===== src/rtl/wsg_pkg.sv =====
// Waveform sample generator: shared constants, types and the quarter-wave sine table builder.
// Used by every module of the block; depends on nothing.
`default_nettype none

package wsg_pkg;

	localparam int PHASE_BITS      = 16;
	localparam int SINE_TABLE_BITS = 10;
	localparam int MAX_RESOLUTION  = 16;

	localparam int FUNC_W   = 3;
	localparam int SAMPLE_W = 16;
	localparam int AMP_W    = 16;
	localparam int OFS_W    = 17;
	localparam int RES_W    = 5;
	localparam int CFG_W    = 17;
	localparam int IDX_W    = 2;

	localparam int Q14_BITS = 14;
	localparam int WAVE_W   = Q14_BITS + 2;             // signed, -1.0 .. +1.0
	localparam int ROM_W    = Q14_BITS + 1;             // unsigned, 0 .. 1.0
	localparam int ROM_AW   = SINE_TABLE_BITS + 1;
	localparam int ROM_DEPTH = (1 << SINE_TABLE_BITS) + 1;
	localparam int PROD_W   = WAVE_W + AMP_W + 1;
	localparam int SUM_W    = PROD_W + 1;
	localparam int LEVEL_W  = 2 * Q14_BITS + 2;         // 0 .. 2^29
	localparam int SCALED_W = LEVEL_W + MAX_RESOLUTION;
	localparam int IN_W     = ((FUNC_W + PHASE_BITS + 7) / 8) * 8;

	localparam logic [AMP_W-1:0] AMP_RESET = AMP_W'(16384);
	localparam logic [OFS_W-1:0] OFS_RESET = '0;
	localparam logic [RES_W-1:0] RES_RESET = RES_W'(12);

	localparam logic [63:0] PI_HALF_Q30 = 64'd1686629713;

	typedef logic signed [WAVE_W-1:0] wave_t;
	typedef logic [ROM_W-1:0] sine_rom_t [ROM_DEPTH];

	typedef enum logic [FUNC_W-1:0] {
		FUNC_SINE     = 3'd0,
		FUNC_SQUARE   = 3'd1,
		FUNC_TRIANGLE = 3'd2,
		FUNC_SAWTOOTH = 3'd3,
		FUNC_NOISE    = 3'd4
	} func_t;

	typedef enum logic [IDX_W-1:0] {
		REG_AMPLITUDE  = 2'd0,
		REG_DC_OFFSET  = 2'd1,
		REG_RESOLUTION = 2'd2
	} reg_index_t;

	typedef struct packed {
		logic [AMP_W-1:0]        amplitude;
		logic signed [OFS_W-1:0] dc_offset;
		logic [RES_W-1:0]        resolution;
	} cfg_t;

	typedef struct packed {
		logic  valid;
		wave_t value;
	} wave_word_t;

	typedef struct packed {
		logic                valid;
		logic [SAMPLE_W-1:0] sample;
	} sample_word_t;

	// Entry k = round(16384 * sin(pi/2 * k / 2^SINE_TABLE_BITS)), Taylor series in Q30.
	// Evaluated at elaboration only.
	function automatic sine_rom_t build_sine_rom();
		sine_rom_t         rom;
		logic [63:0]        x;
		logic [63:0]        x2;
		logic [63:0]        term;
		logic signed [63:0] sum;
		logic signed [63:0] r;
		for (int k = 0; k < ROM_DEPTH; k++) begin
			x    = (PI_HALF_Q30 * 64'(k)) >> SINE_TABLE_BITS;
			x2   = (x * x) >> 30;
			term = x;
			sum  = $signed(x);
			for (int i = 1; i <= 8; i++) begin
				term = ((term * x2) >> 30) / 64'((2 * i) * (2 * i + 1));
				if (i % 2 == 1) begin
					sum = sum - $signed(term);
				end else begin
					sum = sum + $signed(term);
				end
			end
			if (sum < 0) begin
				sum = '0;
			end
			r = (sum + 64'sd32768) >>> 16;
			if (r > 64'sd16384) begin
				r = 64'sd16384;
			end
			rom[k] = ROM_W'(r);
		end
		return rom;
	endfunction

endpackage

`default_nettype wire


===== src/rtl/wsg_scale.sv =====
// Scaling stages s3..s5: gain, offset and clamp to [0,1], then scale to the DAC full-scale code.
// Depends on wsg_pkg.
`default_nettype none

module wsg_scale import wsg_pkg::*; (
	input  wire logic       clk,
	input  wire logic       arst_n,
	input  wire logic       en,
	input  wire wave_word_t wave,
	input  wire cfg_t       cfg,
	output sample_word_t    result
);

	localparam logic signed [SUM_W-1:0] HALF_LEVEL = SUM_W'(1 << (2 * Q14_BITS));
	localparam logic signed [SUM_W-1:0] FULL_LEVEL = SUM_W'(1 << (2 * Q14_BITS + 1));
	localparam logic [RES_W-1:0] RES_SAT = RES_W'(MAX_RESOLUTION);

	logic [RES_W-1:0]            res_sat;
	logic [MAX_RESOLUTION:0]     full_scale;
	logic [MAX_RESOLUTION-1:0]   maxv;
	logic signed [SUM_W-1:0]     ofs_scaled;
	logic signed [SUM_W-1:0]     sum;

	logic                        valid_s3;
	logic signed [PROD_W-1:0]    prod_s3;
	logic                        valid_s4;
	logic [LEVEL_W-1:0]          level_s4;
	logic                        valid_s5;
	logic [SCALED_W-1:0]         scaled_s5;

	always_comb begin
		res_sat    = (cfg.resolution > RES_SAT) ? RES_SAT : cfg.resolution;
		full_scale = ((MAX_RESOLUTION + 1)'(1) << res_sat) - (MAX_RESOLUTION + 1)'(1);
		maxv       = full_scale[MAX_RESOLUTION-1:0];
		ofs_scaled = SUM_W'(cfg.dc_offset) <<< Q14_BITS;
		sum        = SUM_W'(prod_s3) + ofs_scaled + HALF_LEVEL;
	end

	always_ff @(posedge clk or negedge arst_n) begin
		if (!arst_n) begin
			valid_s3 <= 1'b0;
			valid_s4 <= 1'b0;
			valid_s5 <= 1'b0;
		end else if (en) begin
			valid_s3 <= wave.valid;
			valid_s4 <= valid_s3;
			valid_s5 <= valid_s4;
		end
	end

	always_ff @(posedge clk) begin
		if (en) begin
			prod_s3 <= PROD_W'(wave.value) * $signed({1'b0, cfg.amplitude});
			if (sum < 0) begin
				level_s4 <= '0;
			end else if (sum > FULL_LEVEL) begin
				level_s4 <= LEVEL_W'(FULL_LEVEL);
			end else begin
				level_s4 <= LEVEL_W'(sum);
			end
			scaled_s5 <= SCALED_W'(level_s4) * SCALED_W'(maxv);
		end
	end

	assign result.valid  = valid_s5;
	assign result.sample = scaled_s5[LEVEL_W-1 +: SAMPLE_W];

endmodule

`default_nettype wire


===== config.mk =====
export PLATFORM = sky130hd
export DESIGN_NAME = wsg_scale
export DESIGN_NICKNAME = d
export VERILOG_FILES = /design/src/rtl/wsg_pkg.sv /design/src/rtl/wsg_scale.sv
export SDC_FILE = /design/constraint.sdc
export NUM_CORES = 2
export LEC_CHECK = 0
export ABC_AREA = 1
export CAP_MARGIN = 20
export CORE_MARGIN = 2
export CORE_UTILIZATION = 40
export DETAILED_ROUTE_END_ITERATION = 6
export DONT_BUFFER_PORTS = 1
export PLACE_DENSITY = 0.54
export SETUP_SLACK_MARGIN = 0.05
export SLEW_MARGIN = 20
export SYNTH_ARGS = -nofsm -noshare
export SYNTH_HDL_FRONTEND = slang
export SYNTH_SLANG_ARGS = --single-unit

===== constraint.sdc =====
create_clock -name clk -period 7.7 [get_ports clk]
set_input_delay 1.54 -clock clk [delete_from_list [all_inputs] [get_ports clk]]
set_output_delay 1.54 -clock clk [all_outputs]
set_load 0.01 [all_outputs]

Word level (Yosys, flattened, before mapping)
Index checks and enable logic that the tools add are counted.
- magnitude comparators: 3
- bitwise operators: 0
- shifts and indexed selects: 1
- multipliers: 2
- divide/modulo/power cells: 0
- mux-type cells: 2
- equality and inequality tests: 0
- add/subtract/negate cells: 3
- reduce and logical (&&, ||, !) cells: 1
- operators with widths (kind ; number):
    $mul A30 B16 Y45 ; 1
    $add A33 B31 Y34 ; 1
    $add A34 B30 Y34 const B ; 1
    $gt A34 B31 Y1 const B ; 1
    $lt A34 B1 Y1 const B ; 1
    $mul A16 B17 Y33 ; 1
    $mux W30 ; 1
    $shl A1 B5 Y16 const A ; 1
    $sub A16 B2 Y16 const B ; 1
    $gt A5 B5 Y1 const B ; 1
    $mux W5 ; 1
    $reduce_or A2 Y1 ; 1
- logic and storage cells: 19
- memories: 0
- bits in registers: 111
- ROM bits: 0
- output and inout bits: 17
- bits in writable memories: 0
- input bits: 58
- bits in latches: 0

Depth between registers and ports, before layout
- word-level depth: 5
- depth in mapped cells: 41
- depth with buffers taken out: 38

Worst setup path before layout
Ideal clock, no wire load.
- path kind: input-to-reg
- start: input cfg[4] (netlist name)
- end: register scaled_s5[42], data pin
- slack: -0.301 ns
- arrival: 7.736 ns
- required time: 7.435 ns
- buffers on the path: 3
- setup time: 0.265 ns
- stages: 35
- cells stage by stage: buf_6 inv_4 nand2_4 nand2_1 nor2_1 nand2_1 clkbuf_1 ha_1 nand2_1 inv_2 nand3_2 nor2_4 inv_1 o21ai_0 nand2_1 inv_2 buf_4 nand2_1 fa_1 inv_1 fa_1 fa_1 fa_1 fa_1 inv_1 fa_1 inv_1 ha_1 a21o_1 a31oi_1 a21boi_0 o21ai_0 a21oi_1 o21ai_0 xor2_1
- cells in the longest elaborated chain, start to end: 5
- ends and longest elaborated chain (element ; RTL line ; source):
    start, declared ; wsg_scale.sv:10 ; input wire cfg_t cfg,
    $gt A5 B5 Y1 ; wsg_scale.sv:32 ; res_sat = (cfg.resolution > RES_SAT) ? RES_SAT : cfg.resolution;
    $mux W5 (*) ; wsg_scale.sv:32 ;
    $shl A1 B5 Y16 (*) ; wsg_scale.sv:33 ; full_scale = ((MAX_RESOLUTION + 1)'(1) << res_sat) - (MAX_RESOLUTION + 1)'(1);
    $sub A16 B2 Y16 (*) ; wsg_scale.sv:33 ;
    $mul A30 B16 Y45 (*) ; wsg_scale.sv:61 ; scaled_s5 <= SCALED_W'(level_s4) * SCALED_W'(maxv);
    end signal, assigned ; wsg_scale.sv:61 ;
    end, declared ; wsg_scale.sv:29 ; logic [SCALED_W-1:0] scaled_s5;
Mark *: on every way between the ends. The rest lies on a longest branch, timed or not.
A chain may end at the register's enable or synchronous reset.

Final worst setup path
- start: input cfg[4] (netlist name)
- end: register scaled_s5[34], data pin
The elaborated chain is that of the path after synthesis.

==> metrics <==
Most common cell on crit path=fa_1; Synth Flop Type=edfxtp_1; final hold vios=0; fin area=32600 um2; via count=22536; number of placed I/O pins=75; RePlAce Congestion=around 0.9; CP endpoint kind=flop; # nets final=4677; clock skew=11.8 ps; CTS Buf Count=9; Area Overhead vs Synth=13.1%; Tmin final=about 7600 ps; initial core utilization=between 40% and 50%; synth top area cells=fa_1 40%, inv_1 13%, ha_1 12%; Skew-Pair Late Insertion Delay=360 ps; Mapped Nets=4571; # DRC=0; DIE AREA=roughly 74000 um2; setup violators final=0; Synth top area share=40.4%; antenna violations before repair=0; Adder-Cell Fraction of Synth Area=52.2%; crit path kind=input pin to flop; Post-DRT Antenna Nets=0; Root Buffer=clkbuf_16; CP max stage cell=fa_2; Final WS setup=145 ps; Synth Area in Simple Gates=18.4%; total routed wirelength=just over 80000 um; Worst-path clk slew=about 70 ps; mux cell area share after synthesis=less than 1%; DR WL/cell=roughly 17 um; xor and xnor fraction of the mapped netlist area=1.67%; Synth Register Bits=82; Max clock buf depth=2; first-pass detailed-route iteration total=6; crit path DAT=7660 ps; GRT Overall Usage=around 23%; clk sinks=82; H-tree Lvls=3; Mapped Avg Cell Area=about 7.9 um2; distinct cell type count after synthesis=52; HP Class=flop to flop; cell taking the most area after synthesis=fa_1; core area=71500 um2; Max FO, Critical Path=36; post-route met1 wirelength=33800 um; Worst Tran Pin Value=between 900 and 1000 ps; first-pass GRT wire length=132000 um; max-cap viol count=0; non-filler cells, final=about 4700; met2 wire length=41800 um; fillers=7219; DRT iter0 DRCs=1210; Rows=just under 100; Tcrit/Tclk final=98.1%; top sig layer=met4; post-place setup slack=-609 ps; DR vias/cell=4.77; max_slew headroom=36.9%; DIE WIDTH=about 270 um; DP Area=31300 um2; Multi-input gate area=22900 um2; die height=273 um; CTS tree=done; I/O Buffers=0; layout cells sized above 1=between 10% and 20%; number of global-route vias before repair=24311; Mapped Area=28900 um2; Ys Warns=0; Pins Over Slew Limit=0; fmax=about 0.13 GHz; Post-synth ARST share=3.66%; placed cells=4686; Req. time, crit path=about 7800 ps; met3 wire len=roughly 3300 um; startpoint types=input pin; post-synthesis compound-gate area fraction=3.91%; max incr delay on CP=roughly 580 ps; GRT overflow=0; setup tns final=0 ps; number of enable flip-flop cells after synthesis=79; largest family of logic cells by synthesized area=adder cells; ANT cells=0; largest net degree at the start of global routing=85; # hold bufs at CTS=0; Mapped Cells=3659; FF/Latch Area=between 2000 and 2500 um2; placed wire-length estimate=69200 um; run status=finished clean; sequential area share after synthesis=8.48%; RSZ-0062 raised after global routing=yes
## layout by cell type (no fill, tap or decap), types with 32 or more instances in the layout
cell	n
inv_1	1000
nand2_1	878
fa_1	576
ha_1	252
nor2_1	209
buf_4	191
edfxtp_1	79
a21oi_1	66
nand3_1	51
nor2_2	46
xor2_1	32
## flip-flops by register name (all words and copies together) (netlist names)
register	count
scaled_s5	16
valid_s4	1
valid_s3	1
level_s4	30
prod_s3	33
valid_s5	1
## path summary, 6_finish.rpt
check                             from             to  slack, ps  cells after the start
min in group asynchronous       arst_n       valid_s5        870                      0
setup / recovery                cfg[4]  scaled_s5[34]        150                     35
hold / removal                valid_s4       valid_s5        510                      1
max in group asynchronous       arst_n       valid_s3       6760                      0
setup reg to reg           level_s4[8]  scaled_s5[34]       1470                     18
hold reg to reg               valid_s4       valid_s5        510                      1
## worst max-delay path: cells and delay by family
family,cells,cell delay (ps)
buffers and inverters,11,810
and+or+nand+nor,12,1000
adders and majority gates,7,3360
xor gates and xnor gates,1,200
AOI/OAI and AO/OA,4,740
## per-layer routing
layer | up-vias | track usage (%)
met3 | 111 | 2.80
li1 | 10792 | -
met1 | 11147 | 28.2
met2 | 486 | 41.6
met5 | - | 0
met4 | 0 | 7.46
## cell type report
class,count,area share (%)
Clock buffer,9,0.690
Clock inverter,7,0.357
Inverter,1036,12.0
Multi-Input combinational cell,2421,70.0
Sequential cell,82,7.50
Tap cell,950,3.64
Timing Repair Buffer,215,5.76
## through the flow
step / utilization (%) / hold slack [ps]
6_report: 45.7 / 509
5_1_grt: 45.7 / 528
4_1_cts: 44.4 / 513
3_5_place_dp: 43.8 / 505
3_3_place_gp: 43.8 / 490
2_1_floorplan: - / 478
## cell families (layout without fill, tap and decap cells)
group | after synthesis | in the layout
compound gates | 199 | 199
xor+xnor | 53 | 53
fa+ha+maj | 854 | 854
buf+inv | 1156 | 1267
flops | 82 | 82
mux | 1 | 1
simple gates | 1314 | 1314
## cells in the mapped netlist, drive strengths merged, types with 21 or more instances
library cell and count:
a21oi 94, buf 21, clkbuf 99, edfxtp 79
fa 583, ha 271, inv 1035, nand2 907
nand3 58, nor2 280, o21ai 54, xor2 34
## what timing repair did
| item | 4_1_cts | 5_1_grt |
|---|---|---|
| pin swaps | 5 | 68 |
| gates resized for setup | 29 | 196 |
| buffers inserted | 4 | 15 |
| endpoints found under the setup margin | 14 | 16 |
| gates cloned | 0 | 1 |
Power is left out: the tool's default activity adds up to more than one toggle a clock period on the data nets, which glitch-free logic cannot reach.
