==> src/rtl/wsg_pkg.sv <==
// Waveform sample generator: shared constants, types and the quarter-wave sine table builder.
// Used by every module of the block; depends on nothing.
`default_nettype none

package wsg_pkg;

	localparam int PHASE_BITS      = 16;
	localparam int SINE_TABLE_BITS = 10;
	localparam int MAX_RESOLUTION  = 16;

	localparam int FUNC_W   = 3;
	localparam int SAMPLE_W = 16;
	localparam int AMP_W    = 16;
	localparam int OFS_W    = 17;
	localparam int RES_W    = 5;
	localparam int CFG_W    = 17;
	localparam int IDX_W    = 2;

	localparam int Q14_BITS = 14;
	localparam int WAVE_W   = Q14_BITS + 2;             // signed, -1.0 .. +1.0
	localparam int ROM_W    = Q14_BITS + 1;             // unsigned, 0 .. 1.0
	localparam int ROM_AW   = SINE_TABLE_BITS + 1;
	localparam int ROM_DEPTH = (1 << SINE_TABLE_BITS) + 1;
	localparam int PROD_W   = WAVE_W + AMP_W + 1;
	localparam int SUM_W    = PROD_W + 1;
	localparam int LEVEL_W  = 2 * Q14_BITS + 2;         // 0 .. 2^29
	localparam int SCALED_W = LEVEL_W + MAX_RESOLUTION;
	localparam int IN_W     = ((FUNC_W + PHASE_BITS + 7) / 8) * 8;

	localparam logic [AMP_W-1:0] AMP_RESET = AMP_W'(16384);
	localparam logic [OFS_W-1:0] OFS_RESET = '0;
	localparam logic [RES_W-1:0] RES_RESET = RES_W'(12);

	localparam logic [63:0] PI_HALF_Q30 = 64'd1686629713;

	typedef logic signed [WAVE_W-1:0] wave_t;
	typedef logic [ROM_W-1:0] sine_rom_t [ROM_DEPTH];

	typedef enum logic [FUNC_W-1:0] {
		FUNC_SINE     = 3'd0,
		FUNC_SQUARE   = 3'd1,
		FUNC_TRIANGLE = 3'd2,
		FUNC_SAWTOOTH = 3'd3,
		FUNC_NOISE    = 3'd4
	} func_t;

	typedef enum logic [IDX_W-1:0] {
		REG_AMPLITUDE  = 2'd0,
		REG_DC_OFFSET  = 2'd1,
		REG_RESOLUTION = 2'd2
	} reg_index_t;

	typedef struct packed {
		logic [AMP_W-1:0]        amplitude;
		logic signed [OFS_W-1:0] dc_offset;
		logic [RES_W-1:0]        resolution;
	} cfg_t;

	typedef struct packed {
		logic  valid;
		wave_t value;
	} wave_word_t;

	typedef struct packed {
		logic                valid;
		logic [SAMPLE_W-1:0] sample;
	} sample_word_t;

	// Entry k = round(16384 * sin(pi/2 * k / 2^SINE_TABLE_BITS)), Taylor series in Q30.
	// Evaluated at elaboration only.
	function automatic sine_rom_t build_sine_rom();
		sine_rom_t         rom;
		logic [63:0]        x;
		logic [63:0]        x2;
		logic [63:0]        term;
		logic signed [63:0] sum;
		logic signed [63:0] r;
		for (int k = 0; k < ROM_DEPTH; k++) begin
			x    = (PI_HALF_Q30 * 64'(k)) >> SINE_TABLE_BITS;
			x2   = (x * x) >> 30;
			term = x;
			sum  = $signed(x);
			for (int i = 1; i <= 8; i++) begin
				term = ((term * x2) >> 30) / 64'((2 * i) * (2 * i + 1));
				if (i % 2 == 1) begin
					sum = sum - $signed(term);
				end else begin
					sum = sum + $signed(term);
				end
			end
			if (sum < 0) begin
				sum = '0;
			end
			r = (sum + 64'sd32768) >>> 16;
			if (r > 64'sd16384) begin
				r = 64'sd16384;
			end
			rom[k] = ROM_W'(r);
		end
		return rom;
	endfunction

endpackage

`default_nettype wire

==> src/rtl/wsg_skid.sv <==
// Output register with one skid entry; the pipeline advances only while the skid entry is empty.
// Depends on wsg_pkg.
`default_nettype none

module wsg_skid import wsg_pkg::*; (
	input  wire logic                 clk,
	input  wire logic                 arst_n,
	input  wire sample_word_t         result,
	output logic                      en,
	output logic                      m_tvalid,
	input  wire logic                 m_tready,
	output logic [SAMPLE_W-1:0]       m_tdata
);

	logic                out_valid_q;
	logic [SAMPLE_W-1:0] out_data_q;
	logic                skid_valid_q;
	logic [SAMPLE_W-1:0] skid_data_q;
	logic                pop;
	logic                push;

	assign en   = !skid_valid_q;
	assign pop  = out_valid_q && m_tready;
	assign push = en && result.valid;

	always_ff @(posedge clk or negedge arst_n) begin
		if (!arst_n) begin
			out_valid_q  <= 1'b0;
			skid_valid_q <= 1'b0;
		end else begin
			if (pop) begin
				if (skid_valid_q) begin
					skid_valid_q <= 1'b0;
				end else begin
					out_valid_q <= push;
				end
			end else if (push) begin
				if (out_valid_q) begin
					skid_valid_q <= 1'b1;
				end else begin
					out_valid_q <= 1'b1;
				end
			end
		end
	end

	always_ff @(posedge clk) begin
		if (pop) begin
			if (skid_valid_q) begin
				out_data_q <= skid_data_q;
			end else if (push) begin
				out_data_q <= result.sample;
			end
		end else if (push) begin
			if (out_valid_q) begin
				skid_data_q <= result.sample;
			end else begin
				out_data_q <= result.sample;
			end
		end
	end

	assign m_tvalid = out_valid_q;
	assign m_tdata  = out_data_q;

endmodule

`default_nettype wire

==> config.mk <==
export PLATFORM = sky130hd
export DESIGN_NAME = wsg_skid
export DESIGN_NICKNAME = d
export VERILOG_FILES = /design/src/rtl/wsg_pkg.sv /design/src/rtl/wsg_skid.sv
export SDC_FILE = /design/constraint.sdc
export NUM_CORES = 1
export LEC_CHECK = 0
export ABC_AREA = 0
export BUFFER_PORTS_ARGS = -buffer_cell sky130_fd_sc_hd__buf_2
export CAP_MARGIN = 30
export CORE_ASPECT_RATIO = 0.5
export CORE_UTILIZATION = 50
export DETAILED_ROUTE_END_ITERATION = 7
export PLACE_DENSITY = 0.77
export SLEW_MARGIN = 10
export SYNTH_ARGS = -nofsm -noshare
export SYNTH_HDL_FRONTEND = slang
export SYNTH_SLANG_ARGS = --single-unit
export TNS_END_PERCENT = 50
==> constraint.sdc <==
create_clock -name clk -period 1.6 [get_ports clk]
set_input_delay 0.48 -clock clk [delete_from_list [all_inputs] [get_ports clk]]
set_output_delay 0.48 -clock clk [all_outputs]
set_load 0.01 [all_outputs]
Word-level counts from Yosys, hierarchy flattened
Index checks and enable logic that the tools add are counted.

Output and inout bits: 18. Bits in registers: 34. Word-level logic and storage cells: 28.

Muxes and demuxes: 11. Bitwise gates (word level): 1. Eq/ne operators: 2. Reduce and logical (&&, ||, !) cells: 10.

Operators by type and width (number): 16-bit two-way mux (5); 1-bit two-way mux (6); 3-bit AND reduction (2); 2-bit nonzero test (3); 2-bit AND reduction (2); 1-bit logical AND (2); 2-bit by 1-bit != test with 1-bit output, second input constant (1); 2-bit != test, second input constant (1); 1-bit logical NOT (1); 1-bit inverter (1).

Depth between registers and ports, before layout
Gate-level depths: netlist of run 1.

Depth after elaboration: 5. Mapped depth: 3. Mapped depth without buffers: 2.

Least setup slack after synthesis of run 1
OpenSTA, ideal clock, no wires.

Kind: flip-flop to flip-flop. From: reg out_valid_q (netlist: m_tvalid). To: reg out_data_q[0] (netlist: m_tdata[0]), enable pin. Library setup time: 0.373 ns. Data arrival time: 1.117 ns. Slack: 0.110 ns. Buffers on the path: 0. Stages on the path, launching flop included: 3. Data required time: 1.227 ns. Cell sequence: dfrtp_1 and2_1 o22a_1.

Word-level cells in the longest chain between the ends: 3.

Ends and longest elaborated chain: start: declaration (line wsg_skid.sv:15) `logic out_valid_q;`; start signal: assignment (line wsg_skid.sv:35) `out_valid_q <= push;`; 1-bit logical AND (line wsg_skid.sv:23) `assign pop = out_valid_q && m_tready;`; 2-bit by 1-bit != test with 1-bit output (no source line) / 2-bit nonzero test (equally long branches); 3-bit AND reduction (no source line) *; end signal: assignment (line wsg_skid.sv:50) `out_data_q <= skid_data_q;`; end signal: assignment (line wsg_skid.sv:52) `out_data_q <= result.sample;`; end signal: assignment (line wsg_skid.sv:58) `out_data_q <= result.sample;`; end: declaration (line wsg_skid.sv:16) `logic [SAMPLE_W-1:0] out_data_q;`.

Mark *: on every way between the ends. The rest lies on a longest branch, timed or not. A chain may end at the register's enable or synchronous reset.

Worst setup path in the final report of run 1
From: reg skid_valid_q. To: out en.

Word-level cells in the longest chain between the ends: 1.

Ends and longest elaborated chain: start: declaration (line wsg_skid.sv:17) `logic skid_valid_q;`; start signal: assignment (line wsg_skid.sv:29) `skid_valid_q <= 1'b0;`; start signal: assignment (line wsg_skid.sv:33) `skid_valid_q <= 1'b0;`; start signal: assignment (line wsg_skid.sv:39) `skid_valid_q <= 1'b1;`; 1-bit logical NOT (line wsg_skid.sv:22) `assign en = !skid_valid_q;`; end: declaration (line wsg_skid.sv:9) `output logic en,`.

Every way passes these cells.

==> run metrics, run 1 <==
outcome=finished, final reports clean; global-route wire length before repair=3.08 mm; sequential fraction of design power=51.1%; layout cells sized above 1=58.3%; clk slew on worst S/H paths=0.06 ns; post-place setup slack=0.0791 ns; Final min period=1.47 ns; critical path required time=1.12 ns; global placer's final weighted congestion=0.634; Clk pwr share=21.7%; Synth cell types=14; worst setup path start=skid_valid_q; gr ovfl total=0; Sink Count=34; hold path cells=1; Initial Util=56.2%; WL/cell=13.6 um; detailed placement HPWL=1.37 mm; clk_lat worst skew=0.27 ns; top-level port count=38; Post-DRT Antenna Nets=0; sequential share of the synthesized area=76.8%; Cells after Synth=61; highest achievable clock rate=679 MHz; fillcell total=167; Final Max Slew Viols=0; crit-path cells=inv_1 > buf_2; hold path startpoint=result[11]; CTS tree=done; Internal=1910 uW; drt initial violations=7; H-tree depth=2; total CTS buffers=5; Sw Pwr=729 uW; initial antenna violation count=0; Die X-Extent=74.6 um; r2r setup slk=0.19 ns; Yosys warning total=0; Crit path largest cell delay=0.48 ns; Tot GR Track Use=16.9%; Mean Syn Cell Area=21.6 um2; final worst slack=0.128 ns; Ant. Diodes=0; Core Footprint=2340 um2; top area cells in the synthesized netlist=edfxtp_1, mux2_4, mux2_2, dfrtp_1, nand3_4; r2r startpoint=skid_valid_q; Slew @ Worst Pin=0.303 ns; PD cells=1590 nW/um2; Lkg Pwr=0.000679 uW; Post-route DRC=0; r2r worst-path depth=2; cts repair resizes=0; Cell Rows=12; Final Power=2640 uW; via/cell ratio=4.81; Synthesized Nets=81; Area Overhead vs Synth=26.5%; #FFs+latches synth=34; Non-Filler Instances=143; Die ar.=2850 um2; chip height=38.3 um; worst hold slack=0.393 ns; final setup fails=0; Initial DRT Pass Iterations=4; maximum VDD drop=0.923 mV; Final nets=127; synthesized cell area=1320 um2; switching share of power=27.6%; vias in the first global route=704; final worst-path cycle share=92.0%; CP startpoint kind=register; via count=688; endpoints failing hold=0; placed cells=134; drt total wl=1.94 mm; Yosys top cell by area=edfxtp_1; post-synth top area share=73.0%; maxcap violations=0; WP data arrival=0.99 ns; setup_tns=0 ns; clock skew=0.00186 ns; worst min path class=in -> reg; RSZ-0062 raised after global routing=false; Root Driver=clkbuf_8; IO buf count=37; largest net degree at the start of global routing=17; Worst path slowest cell=dfrtp_1; Comb pwr share=27.1%; crit path kind=reg -> out; Worst slew margin=79.8%; Crit Path Max Fanout=7; Max Buffers Root-to-Sink=2; CP endpoint kind=output port
[per-layer routing]
layer  global-route usage (%)  wire, um
met5                        0         0
met4                     9.91        27
met3                     7.89       109
met2                     29.5       988
met1                     17.0       814
[state kept, by name (all words and copies together), names as in the netlist]
| name | cells |
|---|---|
| skid_data_q | 16 |
| m_tvalid | 1 |
| skid_valid_q | 1 |
| m_tdata | 16 |
[power by group through the flow]
stage	Clock, uW	Combinational (uW)	Sequential, uW
final	574	717	1350
after CTS	598	732	1350
after global placement	0	699	1350
after detailed placement	0	728	1370
after floorplan	0	331	1450
after global routing	631	774	1380
[stage by stage]
stage,utilization (%),cell area (um2)
finish,71.1,1670
floorplan,-,1320
global route,71.1,1670
detailed placement,67.2,1570
CTS,71.1,1670
global placement,67.2,1570
[Yosys cell counts]
library cell  instances
and4bb_2              1
dfrtp_1               2
mux2_2                6
and2_1                1
nand3_4               1
buf_6                 1
inv_1                 1
nand2b_1              1
nor2_1                2
a21oi_1               1
mux2_4               10
o22a_1                1
a22o_1                1
edfxtp_1             32
[worst max-delay path: cells and delay by family (launching register included)]
kind	cells	cell delay [ns]
flip-flops	1	0.48
buffers and inverters	2	0.24
[placed cells by master, fill, tap and decap left out]
cell and count:
clkbuf_1 1, nand3_4 1, clkbuf_8 5, a22o_1 1, a21oi_1 1, clkinv_1 1, nor2_1 2, clkinv_2 1
buf_2 37, mux2_4 10, inv_1 1, buf_12 2, and4bb_2 1, edfxtp_1 32, dfrtp_1 2, and2_1 1
o22a_1 1, nand2b_1 1, mux2_2 6, dlygate4sd3_1 1
[timing repair]
action                    4_1_cts  5_1_grt
hold endpoints to repair        2        0
hold buffers                    1        0
setup buffers                   0        0
[final timing paths]
kind                                   endpoint
worst min register to register      m_tdata[12]
max in group asynchronous          skid_valid_q
min in group asynchronous              m_tvalid
worst min-delay path            skid_data_q[11]
worst max register to register      m_tdata[10]
worst max-delay path                         en
[cells by family after synthesis]
group	synth area share, %
buffers and inverters	1.14
DFF	76.8
AOI/OAI and AO/OA	1.71
and+or+nand+nor	3.80
muxes	16.5
[cell type report]
type | instances | area, um2 | area share, %
flip-flops and latches | 34 | 1010 | 60.7
clock inverters | 2 | 8.76 | 0.526
clock buffers | 6 | 72.6 | 4.36
well taps | 35 | 43.8 | 2.63
repair buffers | 40 | 235 | 14.1
multi-input cells | 25 | 290 | 17.4
inverters | 1 | 3.75 | 0.225
Power figures use the tool's default switching activity.
==> run 2: changes to the inputs <==
Settings changed: CORE_UTILIZATION 50 to 30, PLACE_DENSITY 0.77 to 0.51.
==> run 2 against run 1 <==
  * Final area rose by 1.1%
  * First-iteration DRC count grew to 3.3 times the previous value
  * Utilization shrank 29 points
  * Clock power about the same
  * Fmax rose by 0.54%
  * Hold slack got worse by 0.0072 ns
  * Sequential cell count is the same
  * Critical endpoint unchanged
  * Largest cell class unchanged
  * Largest power group unchanged
==> run metrics, run 2 (synthesis results as in run 1) <==
drt total wl=1.99 mm (+2.4%); Initial Util=32.5% (-24 points); kind of cell adding the most delay to the critical path=flip-flops; post-place setup slack=0.0590 ns (-0.0202 ns); drt initial violations=23 (+16); Worst slew margin=79.2% (-0.58 points); WL/cell=12.3 um (-9.0%); Final Max Slew Viols=0 (unchanged); final setup fails=0 (unchanged); CTS tree=done; vias in the first global route=669 (-5.0%); endpoints failing hold=0 (unchanged); largest net degree at the start of global routing=17 (unchanged); PD cells=1570 nW/um2 (-1.2%); Ant. Diodes=0 (unchanged); Initial DRT Pass Iterations=4 (unchanged); Final nets=127 (unchanged); via/cell ratio=4.29 (-11%); clk_lat worst skew=0.28 ns (about the same); CP Buf/Inv Count=2 (unchanged); setup_tns=0 ns (unchanged); Crit Path Max Fanout=7 (unchanged); Tot GR Track Use=9.65% (-7.3 points); placed cells=153 (+14%); commonest non-fill, non-tap cell in the layout=buf_2; crit-path cells=inv_1 > buf_2; Non-Filler Instances=161 (+13%); via count=690 (+0.29%); Slew @ Worst Pin=0.311 ns (+0.00873 ns); top-level port count=38 (unchanged); maxcap violations=0 (unchanged); IO buf count=37 (unchanged); Lkg Pwr=0.000675 uW (-0.63%); Worst path slowest cell=dfrtp_1; clock skew=0.00533 ns (+0.00347 ns); Die X-Extent=95.7 um (+28%); Sink Count=34 (unchanged); global placer's final weighted congestion=0.644 (+1.6%); Crit path largest cell delay=0.48 ns (about the same); highest achievable clock rate=683 MHz (+0.54%); cts repair resizes=0 (unchanged); Root Driver=clkbuf_8; Post-route DRC=0 (unchanged); worst min path class=in -> reg; Post-DRT Antenna Nets=0 (unchanged); CP startpoint kind=register; global-route wire length before repair=3.17 mm (+2.9%); final instance area=1680 um2 (+1.1%); Area Overhead vs Synth=27.9%; outcome=finished, final reports clean; maximum VDD drop=0.669 mV (-27%); clk slew on worst S/H paths=0.07 ns (about the same); most frequent cells in the layout=buf_2, edfxtp_1, mux2_4, mux2_2, clkbuf_8; initial antenna violation count=0 (unchanged); Core Footprint=4040 um2 (+73%); RSZ-0062 raised after global routing=false; gr ovfl total=0 (unchanged); critical path required time=1.12 ns (about the same); layout cells sized above 1=57.9% (-0.39 points); Final min period=1.46 ns (-0.00791 ns); total CTS buffers=5 (unchanged); Die ar.=4670 um2 (+64%); Cell Rows=16 (+4); H-tree depth=2 (unchanged); Post-DP Area=1600 um2 (+1.5%); crit path kind=reg -> out; Max Buffers Root-to-Sink=2 (unchanged); final worst slack=0.136 ns (+0.00791 ns); chip height=48.8 um (+28%); WP data arrival=0.98 ns (about the same); final core utilization=41.6% (-29 points); CP endpoint kind=output port; postcts setup bufs=0 (unchanged); detailed placement HPWL=1.32 mm (-3.6%); final worst-path cycle share=91.5% (-0.49 points)
[run 2: where the power goes]
part / switching, uW / internal (uW) / total, uW / leakage [uW]
clock: 276 / 299 / 575 / 0.0000383
sequential: 90.2 / 1260 / 1350 / 0.000321
combinational: 360 / 357 / 717 / 0.000315
[run 2: routing by layer]
layer / share of wire, % / track usage, % / wire (um)
met1: 46 / 11.8 / 904
met2: 45 / 13.7 / 893
met3: 6.8 / 4.21 / 135
met4: 2.7 / 6.72 / 53
met5: 0 / 0 / 0
[run 2: worst reg2reg max path, stage by stage, from the launching register on]
cell     delay, ns
dfrtp_1       0.48
nand3_4       0.30
mux2_4        0.39
[run 2: cell type report]
| cell class | count | area [um2] |
|---|---|---|
| Clock buffer | 7 | 76.3 |
| Fill cell | 382 | 2360 |
| Inverter | 1 | 3.75 |
| Multi-Input combinational cell | 25 | 290 |
| Sequential cell | 34 | 1010 |
| Tap cell | 54 | 67.6 |
| Timing Repair Buffer | 40 | 235 |
[run 2: final timing paths]
path / start / end / slack, ns / cells past startpoint
setup / recovery: skid_valid_q / en / 0.14 / 2
max in group asynchronous: arst_n / skid_valid_q / 1.00 / 2
setup reg to reg: skid_valid_q / m_tdata[9] / 0.19 / 2
hold / removal: result[5] / skid_data_q[5] / 0.39 / 1
min in group asynchronous: arst_n / m_tvalid / 0.51 / 2
hold reg to reg: skid_data_q[10] / m_tdata[10] / 0.54 / 1
[run 2: metrics by stage]
stage / hold slack [ns] / total power (uW)
final: 0.386 / 2640
after global placement: 0.270 / 2100
after floorplan: 0.184 / 1780
after global routing: 0.380 / 2790
after CTS: 0.381 / 2690
after detailed placement: 0.266 / 2100
[run 2: repair_timing]
item                       4_1_cts  5_1_grt
hold endpoints to repair         2        0
setup endpoints to repair        0        0
hold buffers                     1        0
